--- src/hw/rtl/ugsw_pkg.sv ---
// ----------------------------------------------------------------------------
// ugsw_pkg
// Shared types and constants for the uniform grid segment walk block.
// ----------------------------------------------------------------------------
`timescale 1ns / 1ps
`default_nettype none

package ugsw_pkg;

    // Field widths
    localparam int COORD_W   = 32;
    localparam int COL_W     = 10;
    localparam int GRID_W    = 10;
    localparam int STEP_W    = 6;
    localparam int CFG_IDX_W = 8;
    localparam int IN_W      = 4 * COORD_W;
    localparam int OUT_W     = 32;

    // Configuration register indexes
    localparam logic [CFG_IDX_W-1:0] REG_ORIGIN_X    = 8'd0;
    localparam logic [CFG_IDX_W-1:0] REG_ORIGIN_Y    = 8'd1;
    localparam logic [CFG_IDX_W-1:0] REG_GRID_WIDTH  = 8'd2;
    localparam logic [CFG_IDX_W-1:0] REG_GRID_HEIGHT = 8'd3;

    // Saturation codes of the fixed divider
    localparam logic [COORD_W-1:0] FIX_MAX = 32'h7FFF_FFFF;
    localparam logic [COORD_W-1:0] FIX_MIN = 32'h8000_0000;

    // Controller states
    typedef enum logic [3:0] {
        ST_IDLE,
        ST_PREP,
        ST_DIRS,
        ST_DIVY_GO,
        ST_DIVY_WAIT,
        ST_DIVX_GO,
        ST_DIVX_WAIT,
        ST_MULY,
        ST_ADDY,
        ST_MULX,
        ST_ADDX,
        ST_WALK
    } ugsw_state_t;

    // Commands from controller to datapath
    typedef struct packed {
        logic capture;
        logic prep;
        logic dirs;
        logic div_go;
        logic div_sel;      // 0: slope of y per x column, 1: slope of x per y row
        logic store_ystep;
        logic store_xstep;
        logic mul_go;
        logic mul_sel;      // 0: y intercept product, 1: x intercept product
        logic add_y;
        logic add_x;
        logic walk_load;
    } ugsw_cmd_t;

    // Status from datapath to controller
    typedef struct packed {
        logic div_done;
        logic out_free;
        logic walk_last;
    } ugsw_stat_t;

endpackage

`default_nettype wire

--- src/hw/rtl/ugsw_div.sv ---
// ----------------------------------------------------------------------------
// ugsw_div
// Saturating signed fixed-point divider, radix 2, one quotient bit a cycle.
// ----------------------------------------------------------------------------
`timescale 1ns / 1ps
`default_nettype none

module ugsw_div #(
    parameter int FRACTION_BITS = 16
) (
    input  wire logic                           clk,
    input  wire logic                           rst_n,
    input  wire logic                           start,
    input  wire logic signed [ugsw_pkg::COORD_W-1:0] num,
    input  wire logic [ugsw_pkg::COORD_W-1:0]   den,
    output logic                                done,
    output logic [ugsw_pkg::COORD_W-1:0]        quot
);
    import ugsw_pkg::*;

    localparam int QB    = 2 * FRACTION_BITS;
    localparam int CNT_W = $clog2(QB + 1);

    logic             busy_reg, busy_next;
    logic [CNT_W-1:0] cnt_reg, cnt_next;
    logic             done_reg, done_next;
    logic [31:0]      rem_reg, rem_next;
    logic [31:0]      den_reg, den_next;
    logic [QB-1:0]    dvd_reg, dvd_next;
    logic [QB-1:0]    q_reg, q_next;
    logic             neg_reg, neg_next;
    logic             sat_reg, sat_next;

    logic [31:0] mag;
    logic [32:0] trial;
    logic [32:0] diff;
    logic        ge;
    logic [31:0] q32;

    // Magnitude of the numerator and one restoring trial subtraction
    always_comb
    begin
        mag   = num[31] ? (~num + 32'd1) : num;
        trial = {rem_reg, dvd_reg[QB-1]};
        diff  = trial - {1'b0, den_reg};
        ge    = (trial >= {1'b0, den_reg});
    end

    // Load on start, then iterate one quotient bit a cycle
    always_comb
    begin
        busy_next = busy_reg;
        cnt_next  = cnt_reg;
        done_next = 1'b0;
        rem_next  = rem_reg;
        den_next  = den_reg;
        dvd_next  = dvd_reg;
        q_next    = q_reg;
        neg_next  = neg_reg;
        sat_next  = sat_reg;
        if (start)
        begin
            busy_next = 1'b1;
            cnt_next  = CNT_W'(QB);
            rem_next  = mag >> FRACTION_BITS;
            den_next  = den;
            dvd_next  = {mag[FRACTION_BITS-1:0], {FRACTION_BITS{1'b0}}};
            q_next    = '0;
            neg_next  = num[31];
            sat_next  = ((mag >> (FRACTION_BITS - 2)) >= den);
        end
        else if (busy_reg)
        begin
            rem_next = ge ? diff[31:0] : trial[31:0];
            q_next   = {q_reg[QB-2:0], ge};
            dvd_next = dvd_reg << 1;
            cnt_next = cnt_reg - CNT_W'(1);
            if (cnt_reg == CNT_W'(1))
            begin
                busy_next = 1'b0;
                done_next = 1'b1;
            end
        end
    end

    // Control registers
    always_ff @(posedge clk or negedge rst_n)
    begin
        if (!rst_n)
        begin
            busy_reg <= 1'b0;
            cnt_reg  <= '0;
            done_reg <= 1'b0;
        end
        else
        begin
            busy_reg <= busy_next;
            cnt_reg  <= cnt_next;
            done_reg <= done_next;
        end
    end

    // Datapath registers
    always_ff @(posedge clk)
    begin
        rem_reg <= rem_next;
        den_reg <= den_next;
        dvd_reg <= dvd_next;
        q_reg   <= q_next;
        neg_reg <= neg_next;
        sat_reg <= sat_next;
    end

    // Apply sign or saturation
    always_comb
    begin
        q32 = 32'(q_reg);
        if (sat_reg)
            quot = neg_reg ? FIX_MIN : FIX_MAX;
        else
            quot = neg_reg ? (~q32 + 32'd1) : q32;
    end

    assign done = done_reg;

endmodule

`default_nettype wire

--- src/hw/rtl/ugsw_ctrl.sv ---
// ----------------------------------------------------------------------------
// ugsw_ctrl
// Controller: sequences segment setup, the two slope divisions, the
// intercept products and the block walk.
// ----------------------------------------------------------------------------
`timescale 1ns / 1ps
`default_nettype none

module ugsw_ctrl (
    input  wire logic                 clk,
    input  wire logic                 rst_n,
    input  wire logic                 s_tvalid,
    output logic                      s_tready,
    input  wire ugsw_pkg::ugsw_stat_t stat,
    output ugsw_pkg::ugsw_cmd_t       cmd
);
    import ugsw_pkg::*;

    ugsw_state_t state_reg, state_next;

    // State register
    always_ff @(posedge clk or negedge rst_n)
    begin
        if (!rst_n)
            state_reg <= ST_IDLE;
        else
            state_reg <= state_next;
    end

    // Next state
    always_comb
    begin
        state_next = state_reg;
        case (state_reg)
            ST_IDLE:
            begin
                if (s_tvalid)
                    state_next = ST_PREP;
            end
            ST_PREP:      state_next = ST_DIRS;
            ST_DIRS:      state_next = ST_DIVY_GO;
            ST_DIVY_GO:   state_next = ST_DIVY_WAIT;
            ST_DIVY_WAIT:
            begin
                if (stat.div_done)
                    state_next = ST_DIVX_GO;
            end
            ST_DIVX_GO:   state_next = ST_DIVX_WAIT;
            ST_DIVX_WAIT:
            begin
                if (stat.div_done)
                    state_next = ST_MULY;
            end
            ST_MULY:      state_next = ST_ADDY;
            ST_ADDY:      state_next = ST_MULX;
            ST_MULX:      state_next = ST_ADDX;
            ST_ADDX:      state_next = ST_WALK;
            ST_WALK:
            begin
                if (stat.out_free && stat.walk_last)
                    state_next = ST_IDLE;
            end
            default:      state_next = ST_IDLE;
        endcase
    end

    // Outputs
    always_comb
    begin
        cmd      = '0;
        s_tready = 1'b0;
        case (state_reg)
            ST_IDLE:
            begin
                s_tready    = 1'b1;
                cmd.capture = s_tvalid;
            end
            ST_PREP:      cmd.prep = 1'b1;
            ST_DIRS:      cmd.dirs = 1'b1;
            ST_DIVY_GO:
            begin
                cmd.div_go  = 1'b1;
                cmd.div_sel = 1'b0;
            end
            ST_DIVY_WAIT: cmd.store_ystep = stat.div_done;
            ST_DIVX_GO:
            begin
                cmd.div_go  = 1'b1;
                cmd.div_sel = 1'b1;
            end
            ST_DIVX_WAIT: cmd.store_xstep = stat.div_done;
            ST_MULY:
            begin
                cmd.mul_go  = 1'b1;
                cmd.mul_sel = 1'b0;
            end
            ST_ADDY:      cmd.add_y = 1'b1;
            ST_MULX:
            begin
                cmd.mul_go  = 1'b1;
                cmd.mul_sel = 1'b1;
            end
            ST_ADDX:      cmd.add_x = 1'b1;
            ST_WALK:      cmd.walk_load = stat.out_free;
            default:      cmd = '0;
        endcase
    end

endmodule

`default_nettype wire

--- src/hw/rtl/ugsw_datapath.sv ---
// ----------------------------------------------------------------------------
// ugsw_datapath
// Datapath: configuration registers, segment setup arithmetic, slope divider,
// intercept multiplier, grid walk registers and the output register.
// ----------------------------------------------------------------------------
`timescale 1ns / 1ps
`default_nettype none

module ugsw_datapath #(
    parameter int BLOCK_SHIFT   = 23,
    parameter int FRACTION_BITS = 16,
    parameter int MAX_STEPS     = 64
) (
    input  wire logic                            clk,
    input  wire logic                            rst_n,
    input  wire ugsw_pkg::ugsw_cmd_t             cmd,
    output ugsw_pkg::ugsw_stat_t                 stat,
    input  wire logic [ugsw_pkg::IN_W-1:0]       s_tdata,
    input  wire logic                            cfg_valid,
    input  wire logic [ugsw_pkg::CFG_IDX_W-1:0]  cfg_index,
    input  wire logic [ugsw_pkg::COORD_W-1:0]    cfg_data,
    input  wire logic                            m_tready,
    output logic                                 m_tvalid,
    output logic [ugsw_pkg::OUT_W-1:0]           m_tdata,
    output logic                                 m_tlast
);
    import ugsw_pkg::*;

    localparam int MAP_W = ((32 - BLOCK_SHIFT) > 8 ? (32 - BLOCK_SHIFT) : 8) + 1;
    localparam int BTF   = BLOCK_SHIFT - FRACTION_BITS;
    localparam int P_W   = FRACTION_BITS + 1;
    localparam int PR_W  = P_W + 1 + COORD_W;

    localparam logic [31:0]    FRAC_ONE = 32'd1 << FRACTION_BITS;
    localparam logic [31:0]    NO_STEP  = 32'd256 << FRACTION_BITS;
    localparam logic [P_W-1:0] PART_ONE = {1'b1, {FRACTION_BITS{1'b0}}};

    // Configuration registers
    logic signed [31:0] origin_x_reg, origin_y_reg;
    logic [GRID_W-1:0]  grid_width_reg, grid_height_reg;

    // Segment registers
    logic signed [31:0] sx_reg, sy_reg, ex_reg, ey_reg;
    logic signed [31:0] x1_reg, y1_reg, x2_reg, y2_reg;
    logic signed [31:0] dx_reg, dy_reg;
    logic               xpos_reg, xneg_reg, ypos_reg, yneg_reg;
    logic signed [MAP_W-1:0] xt2_reg, yt2_reg;
    logic [P_W-1:0]     partx_reg, party_reg;
    logic signed [31:0] ystep_reg, xstep_reg;
    logic signed [PR_W-1:0] prod_reg;
    logic signed [31:0] xint_reg, yint_reg;
    logic signed [MAP_W-1:0] mapx_reg, mapy_reg;
    logic [STEP_W-1:0]  count_reg;

    // Output register
    logic               out_valid_reg;
    logic [COL_W-1:0]   out_col_reg, out_row_reg;
    logic               out_inside_reg;
    logic [STEP_W-1:0]  out_step_reg;
    logic               out_last_reg;

    // Setup signals
    logic signed [31:0] diff_sx, diff_sy;
    logic               edge_x, edge_y;
    logic signed [31:0] xt1_full, yt1_full, xt2_full, yt2_full;
    logic signed [MAP_W-1:0] xt1, yt1, xt2, yt2;
    logic [FRACTION_BITS-1:0] fracx, fracy;
    logic               xpos, xneg, ypos, yneg;
    logic signed [31:0] x1_sh, y1_sh;

    // Divider connection
    logic signed [31:0] div_num;
    logic [31:0]        div_den;
    logic [31:0]        abs_dx, abs_dy;
    logic               div_done;
    logic [31:0]        div_quot;

    // Walk signals
    logic [31:0]        mapx32, mapy32;
    logic signed [31:0] xq, yq;
    logic               at_end, walk_last, in_grid, xhit, yhit;
    logic               out_free;

    // Hold configuration writes
    always_ff @(posedge clk or negedge rst_n)
    begin
        if (!rst_n)
        begin
            origin_x_reg    <= '0;
            origin_y_reg    <= '0;
            grid_width_reg  <= '0;
            grid_height_reg <= '0;
        end
        else if (cfg_valid)
        begin
            case (cfg_index)
                REG_ORIGIN_X:    origin_x_reg    <= cfg_data;
                REG_ORIGIN_Y:    origin_y_reg    <= cfg_data;
                REG_GRID_WIDTH:  grid_width_reg  <= cfg_data[GRID_W-1:0];
                REG_GRID_HEIGHT: grid_height_reg <= cfg_data[GRID_W-1:0];
                default:         ;
            endcase
        end
    end

    // Nudge start points off block edges, move into grid space
    always_comb
    begin
        diff_sx = sx_reg - origin_x_reg;
        diff_sy = sy_reg - origin_y_reg;
        edge_x  = (diff_sx[BLOCK_SHIFT-1:0] == '0);
        edge_y  = (diff_sy[BLOCK_SHIFT-1:0] == '0);
    end

    // Block indexes, step directions and partial block fractions
    always_comb
    begin
        xt1_full = x1_reg >>> BLOCK_SHIFT;
        yt1_full = y1_reg >>> BLOCK_SHIFT;
        xt2_full = x2_reg >>> BLOCK_SHIFT;
        yt2_full = y2_reg >>> BLOCK_SHIFT;
        xt1      = xt1_full[MAP_W-1:0];
        yt1      = yt1_full[MAP_W-1:0];
        xt2      = xt2_full[MAP_W-1:0];
        yt2      = yt2_full[MAP_W-1:0];
        xpos     = (xt2 > xt1);
        xneg     = (xt2 < xt1);
        ypos     = (yt2 > yt1);
        yneg     = (yt2 < yt1);
        fracx    = x1_reg[BLOCK_SHIFT-1:BTF];
        fracy    = y1_reg[BLOCK_SHIFT-1:BTF];
        x1_sh    = x1_reg >>> BTF;
        y1_sh    = y1_reg >>> BTF;
    end

    // Select divider operands
    always_comb
    begin
        abs_dx  = dx_reg[31] ? (~dx_reg + 32'd1) : dx_reg;
        abs_dy  = dy_reg[31] ? (~dy_reg + 32'd1) : dy_reg;
        div_num = cmd.div_sel ? dx_reg : dy_reg;
        div_den = cmd.div_sel ? abs_dy : abs_dx;
    end

    ugsw_div #(
        .FRACTION_BITS (FRACTION_BITS)
    ) u_div (
        .clk   (clk),
        .rst_n (rst_n),
        .start (cmd.div_go),
        .num   (div_num),
        .den   (div_den),
        .done  (div_done),
        .quot  (div_quot)
    );

    // Walk state decode
    always_comb
    begin
        mapx32    = {{(32-MAP_W){mapx_reg[MAP_W-1]}}, mapx_reg};
        mapy32    = {{(32-MAP_W){mapy_reg[MAP_W-1]}}, mapy_reg};
        xq        = xint_reg >>> FRACTION_BITS;
        yq        = yint_reg >>> FRACTION_BITS;
        at_end    = (mapx_reg == xt2_reg) && (mapy_reg == yt2_reg);
        walk_last = at_end || (count_reg == STEP_W'(MAX_STEPS - 1));
        in_grid   = !mapx32[31] && !mapy32[31] &&
                    (mapx32 < {{(32-GRID_W){1'b0}}, grid_width_reg}) &&
                    (mapy32 < {{(32-GRID_W){1'b0}}, grid_height_reg});
        yhit      = (yq == $signed(mapy32));
        xhit      = (xq == $signed(mapx32));
        out_free  = !out_valid_reg || m_tready;
    end

    // Segment setup and walk registers
    always_ff @(posedge clk)
    begin
        if (cmd.capture)
        begin
            sx_reg <= s_tdata[31:0];
            sy_reg <= s_tdata[63:32];
            ex_reg <= s_tdata[95:64];
            ey_reg <= s_tdata[127:96];
        end
        if (cmd.prep)
        begin
            x1_reg <= diff_sx + (edge_x ? FRAC_ONE : 32'd0);
            y1_reg <= diff_sy + (edge_y ? FRAC_ONE : 32'd0);
            x2_reg <= ex_reg - origin_x_reg;
            y2_reg <= ey_reg - origin_y_reg;
        end
        if (cmd.dirs)
        begin
            dx_reg    <= x2_reg - x1_reg;
            dy_reg    <= y2_reg - y1_reg;
            xpos_reg  <= xpos;
            xneg_reg  <= xneg;
            ypos_reg  <= ypos;
            yneg_reg  <= yneg;
            xt2_reg   <= xt2;
            yt2_reg   <= yt2;
            mapx_reg  <= xt1;
            mapy_reg  <= yt1;
            count_reg <= '0;
            partx_reg <= xpos ? (PART_ONE - {1'b0, fracx}) :
                         xneg ? {1'b0, fracx} : PART_ONE;
            party_reg <= ypos ? (PART_ONE - {1'b0, fracy}) :
                         yneg ? {1'b0, fracy} : PART_ONE;
        end
        if (cmd.store_ystep)
            ystep_reg <= (xpos_reg || xneg_reg) ? div_quot : NO_STEP;
        if (cmd.store_xstep)
            xstep_reg <= (ypos_reg || yneg_reg) ? div_quot : NO_STEP;
        if (cmd.mul_go)
        begin
            if (cmd.mul_sel)
                prod_reg <= $signed({1'b0, party_reg}) * xstep_reg;
            else
                prod_reg <= $signed({1'b0, partx_reg}) * ystep_reg;
        end
        if (cmd.add_y)
            yint_reg <= y1_sh + prod_reg[FRACTION_BITS+31:FRACTION_BITS];
        if (cmd.add_x)
            xint_reg <= x1_sh + prod_reg[FRACTION_BITS+31:FRACTION_BITS];
        // Advance one block per emitted result
        if (cmd.walk_load)
        begin
            count_reg <= count_reg + STEP_W'(1);
            if (yhit)
            begin
                yint_reg <= yint_reg + ystep_reg;
                if (xpos_reg)
                    mapx_reg <= mapx_reg + MAP_W'(1);
                else if (xneg_reg)
                    mapx_reg <= mapx_reg - MAP_W'(1);
            end
            else if (xhit)
            begin
                xint_reg <= xint_reg + xstep_reg;
                if (ypos_reg)
                    mapy_reg <= mapy_reg + MAP_W'(1);
                else if (yneg_reg)
                    mapy_reg <= mapy_reg - MAP_W'(1);
            end
        end
    end

    // Output valid flag
    always_ff @(posedge clk or negedge rst_n)
    begin
        if (!rst_n)
            out_valid_reg <= 1'b0;
        else if (cmd.walk_load)
            out_valid_reg <= 1'b1;
        else if (m_tready)
            out_valid_reg <= 1'b0;
    end

    // Output payload
    always_ff @(posedge clk)
    begin
        if (cmd.walk_load)
        begin
            out_col_reg    <= mapx32[COL_W-1:0];
            out_row_reg    <= mapy32[COL_W-1:0];
            out_inside_reg <= in_grid;
            out_step_reg   <= count_reg;
            out_last_reg   <= walk_last;
        end
    end

    assign stat.div_done  = div_done;
    assign stat.out_free  = out_free;
    assign stat.walk_last = walk_last;

    assign m_tvalid = out_valid_reg;
    assign m_tdata  = {5'd0, out_step_reg, out_inside_reg, out_row_reg, out_col_reg};
    assign m_tlast  = out_last_reg;

endmodule

`default_nettype wire

--- src/hw/rtl/uniform_grid_segment_walk_top.sv ---
// ----------------------------------------------------------------------------
// uniform_grid_segment_walk_top
// Fixed-point grid DDA: walks a segment across a uniform block grid and
// emits every visited block in order.
// ----------------------------------------------------------------------------
//  Channel  Dir  Transaction                Payload
//  s_*      in   one segment                start_x, start_y, end_x, end_y
//  m_*      out  one visited block          col, row, inside_map, step; tlast
//  cfg_*    in   one register write         cfg_index, cfg_data
//
//  After a segment is accepted, the radix-2 divider runs twice, once per
//  slope, before the first block reaches the output register. The walk then
//  emits one block per cycle while m_tready is high, up to MAX_STEPS blocks.
//  A new segment is taken once the last block sits in the output register.
//  Reset is asynchronous, active low; configuration registers reset to zero.
//  A stall on m_tready holds the walk; cfg_ready is always high.
// ----------------------------------------------------------------------------
`timescale 1ns / 1ps
`default_nettype none

module uniform_grid_segment_walk_top #(
    parameter int BLOCK_SHIFT   = 23,
    parameter int FRACTION_BITS = 16,
    parameter int MAX_STEPS     = 64
) (
    input  wire logic                            clk,
    input  wire logic                            rst_n,
    // start_x[31:0], start_y[63:32], end_x[95:64], end_y[127:96]
    input  wire logic [ugsw_pkg::IN_W-1:0]       s_tdata,
    input  wire logic                            s_tvalid,
    output logic                                 s_tready,
    // block_col[9:0], block_row[19:10], inside_map[20], step_number[26:21], zero fill
    output logic [ugsw_pkg::OUT_W-1:0]           m_tdata,
    output logic                                 m_tvalid,
    input  wire logic                            m_tready,
    output logic                                 m_tlast,
    input  wire logic                            cfg_valid,
    output logic                                 cfg_ready,
    input  wire logic [ugsw_pkg::CFG_IDX_W-1:0]  cfg_index,
    input  wire logic [ugsw_pkg::COORD_W-1:0]    cfg_data
);
    import ugsw_pkg::*;

    ugsw_cmd_t  cmd;
    ugsw_stat_t stat;

    assign cfg_ready = 1'b1;

    // Controller
    ugsw_ctrl u_ctrl (
        .clk      (clk),
        .rst_n    (rst_n),
        .s_tvalid (s_tvalid),
        .s_tready (s_tready),
        .stat     (stat),
        .cmd      (cmd)
    );

    // Datapath
    ugsw_datapath #(
        .BLOCK_SHIFT   (BLOCK_SHIFT),
        .FRACTION_BITS (FRACTION_BITS),
        .MAX_STEPS     (MAX_STEPS)
    ) u_datapath (
        .clk       (clk),
        .rst_n     (rst_n),
        .cmd       (cmd),
        .stat      (stat),
        .s_tdata   (s_tdata),
        .cfg_valid (cfg_valid),
        .cfg_index (cfg_index),
        .cfg_data  (cfg_data),
        .m_tready  (m_tready),
        .m_tvalid  (m_tvalid),
        .m_tdata   (m_tdata),
        .m_tlast   (m_tlast)
    );

endmodule

`default_nettype wire
--- config.mk ---
export PLATFORM = sky130hd
export DESIGN_NAME = uniform_grid_segment_walk_top
export DESIGN_NICKNAME = d
export VERILOG_FILES = /design/src/hw/rtl/ugsw_pkg.sv /design/src/hw/rtl/ugsw_div.sv /design/src/hw/rtl/ugsw_ctrl.sv /design/src/hw/rtl/ugsw_datapath.sv /design/src/hw/rtl/uniform_grid_segment_walk_top.sv
export SDC_FILE = /design/constraint.sdc
export NUM_CORES = 2
export LEC_CHECK = 0
export ABC_AREA = 1
export BUFFER_PORTS_ARGS = -buffer_cell sky130_fd_sc_hd__buf_2
export CORE_MARGIN = 1
export CORE_UTILIZATION = 46
export DETAILED_ROUTE_END_ITERATION = 8
export GPL_TIMING_DRIVEN = 1
export SYNTH_ARGS = -nofsm -noshare
export SYNTH_HDL_FRONTEND = slang
export SYNTH_SLANG_ARGS = --single-unit
export TNS_END_PERCENT = 10
--- constraint.sdc ---
create_clock -name clk -period 18.65 [get_ports clk]
set_input_delay 4.6625 -clock clk [delete_from_list [all_inputs] [get_ports clk]]
set_output_delay 4.6625 -clock clk [all_outputs]
set_load 0.1 [all_outputs]
==> flow_metrics.tcl <==
set metrics [dict create \
    yosysSeqAreaShare_pct 23.7 \
    worstReg2RegStart "u_datapath.xstep_reg[23]" \
    cts.htree.levels 3 \
    slew_headroom_pct -7.95 \
    required_ns 19.30 \
    cts-resized-gates 0 \
    gp_congestion 1.03 \
    max_freq_ghz 0.138 \
    die_height_um 454 \
    violations "capacitance limit, slew limit" \
    routed_wl_mm 319 \
    cts.path.max_buffers 3 \
    tns_ns 0 \
    synth_area_leaders "fa_1 (22%), edfxtp_1 (18%), inv_1 (12%)" \
    hp-start "u_datapath.u_div.q32[31]" \
    area_delta_synth_final_pct 7.77 \
    start_util_pct 46.3 \
    insertion_delay_ns 0.76 \
    hp-class "reg -> reg" \
    start_kind "input pin" \
    rsz0062_at_grt "no" \
    hold_depth 2 \
    antenna_found_initial 15 \
    hold_viol 0 \
    synth_warnings 0 \
    synth_edf_count 572 \
    postSynthAreaPerCell_um2 7.72 \
    die_area_mm2 0.206 \
    grt_pass1_wl_mm 483 \
    drt_iter0_drc 6635 \
    synth-main-ff-cell "edfxtp_1" \
    status "complete, but fails checks" \
    min_to "u_datapath.u_div.q32[31]" \
    synth-async-reset-ratio_pct 12.1 \
    wire_per_inst_um 21.3 \
    hold_buffers 0 \
    cp_max_fo 54 \
    period_share_pct 38.8 \
    via_per_inst 5.38 \
    synthCells 12100 \
    synth.most_common_cell "inv_1" \
    cts_inserted_buffers 97 \
    vias 80500 \
    tightest_slew_ns 1.61 \
    ys_ff_latch 801 \
    setup_viol 0 \
    end_kind "flop" \
    overflow 0 \
    synthTopCellsByCount "inv_1 (2,926), nand2_1 (2,625), fa_1 (1,025)" \
    hold_slack_ns 0.461 \
    critPathArrivalTime_ns 7.89 \
    r2r-end "u_datapath.prod_reg[42]" \
    cts_tree "yes" \
    grtUsageTotal_pct 31.1 \
    clkSlewWorstSetupHoldPaths_ns 0.06 \
    place_hpwl_mm 261 \
    drcViolationCount 0 \
    numPortBuffers 202 \
    ff2ff_setup_slack_ns 11.41 \
    finClkSkew_ns 0.0714 \
    cap_violations 1 \
    grt_max_degree 91 \
    final_layout_size_suffix_gt1_share_pct 4.77 \
    crit_type "in -> reg" \
    dieWidth_um 454 \
    fill_cells 19900 \
    firstDrtPassIters 6 \
    fin_crit_ns 7.24 \
    detail-route-antenna-nets 0 \
    rows 165 \
    yosysTopAreaCellShare_pct 21.9 \
    root_buffer "clkbuf_16" \
    post_cts_buffers 0 \
    cts.sinks 801 \
    ioPinCount 209 \
    synth_cell_types 71 \
    slew_viol_final 2 \
    core_area_mm2 0.203 \
    synth_area_mm2 0.0938 \
    grt_pass1_vias 79900 \
    ff2ff_path_depth 19 \
    fin_nets 14000 \
    yosys.area.top_type "fa_1" \
]
==> logic make-up (layout without fill, tap and decap cells) <==
kind of cell / Yosys count / in the layout / synth area share (%)
and+or+nand+nor: 4135 / 4135 / 17.9
buffers and inverters: 3306 / 3444 / 13.3
AOI/OAI and AO/OA: 1840 / 1840 / 11.0
adders and majority gates: 1644 / 1644 / 30.1
DFF: 801 / 801 / 23.7
xor gates and xnor gates: 420 / 420 / 3.93
other: 2 / 8 / 0.00800
muxes: 1 / 1 / 0.0107
==> critical path, stage by stage <==
cell and delay (ns):
buf_2 0.08, nor2_1 0.04, inv_1 0.08, nand2_1 0.25, inv_2 0.87, nand3_2 0.15, buf_4 0.36, inv_1 0.81
o21ai_0 0.23, a21oi_1 0.21, a21oi_1 0.06
==> per-layer routing <==
metal	global-route usage [%]	up-vias	share of wire (%)
met2	50.0	2923	45
li1	-	37700	-
met1	42.1	39200	43
met5	0	-	0.029
met3	4.19	558	6.6
met4	12.8	14	4.7
==> through the flow <==
step | std cells | setup slack (ns) | instance area, µm² | utilization (%)
global placement | 14800 | 10.68 | 97700 | 48.2
detailed placement | 14800 | 10.69 | 97700 | 48.2
global route | 15000 | 11.05 | 101000 | 49.9
finish | 15000 | 11.41 | 101000 | 49.9
floorplan | 12200 | 8.06 | 93800 | -
CTS | 15000 | 11.36 | 101000 | 49.9
==> area by class of cell <==
type	instances	area [µm²]	share of cell area, %
Antenna cell	2	5.00	0.00495
Clock buffer	127	2690	2.66
Clock inverter	56	712	0.704
Inverter	2940	11000	10.9
Multi-Input combinational cell	8046	59200	58.5
Sequential cell	801	22200	22.0
Tap cell	2672	3340	3.31
Timing Repair Buffer	321	1910	1.89
==> worst max path at each step <==
| stage | startpoint | to | slack [ns] | cells past startpoint |
|---|---|---|---|---|
| after floorplan | s_tvalid | u_datapath.ex_reg[0] | 8.06 | 2 |
| after global placement | m_tready | u_datapath.yint_reg[13] | 10.68 | 11 |
| after detailed placement | m_tready | u_datapath.yint_reg[29] | 10.69 | 11 |
| after CTS | u_ctrl.state_reg[3] | s_tready | 11.36 | 4 |
| after global routing | u_datapath.xstep_reg[31] | u_datapath.prod_reg[42] | 11.05 | 20 |
| final | m_tready | u_datapath.yint_reg[29] | 11.41 | 11 |
==> cells in the final DEF, fill, tap and decap left out, drive strengths merged, types with 320 or more instances in the layout <==
| master | netlist | layout |
|---|---|---|
| a21oi | 699 | 699 |
| buf | 34 | 320 |
| edfxtp | 572 | 572 |
| fa | 1025 | 1025 |
| ha | 619 | 619 |
| inv | 2933 | 2939 |
| nand2 | 2630 | 2630 |
| nand3 | 344 | 344 |
| nor2 | 806 | 806 |
| o21ai | 719 | 719 |
Power is not shown: default switching activity piles up to over one toggle a cycle in this logic, so the estimate is an artifact.
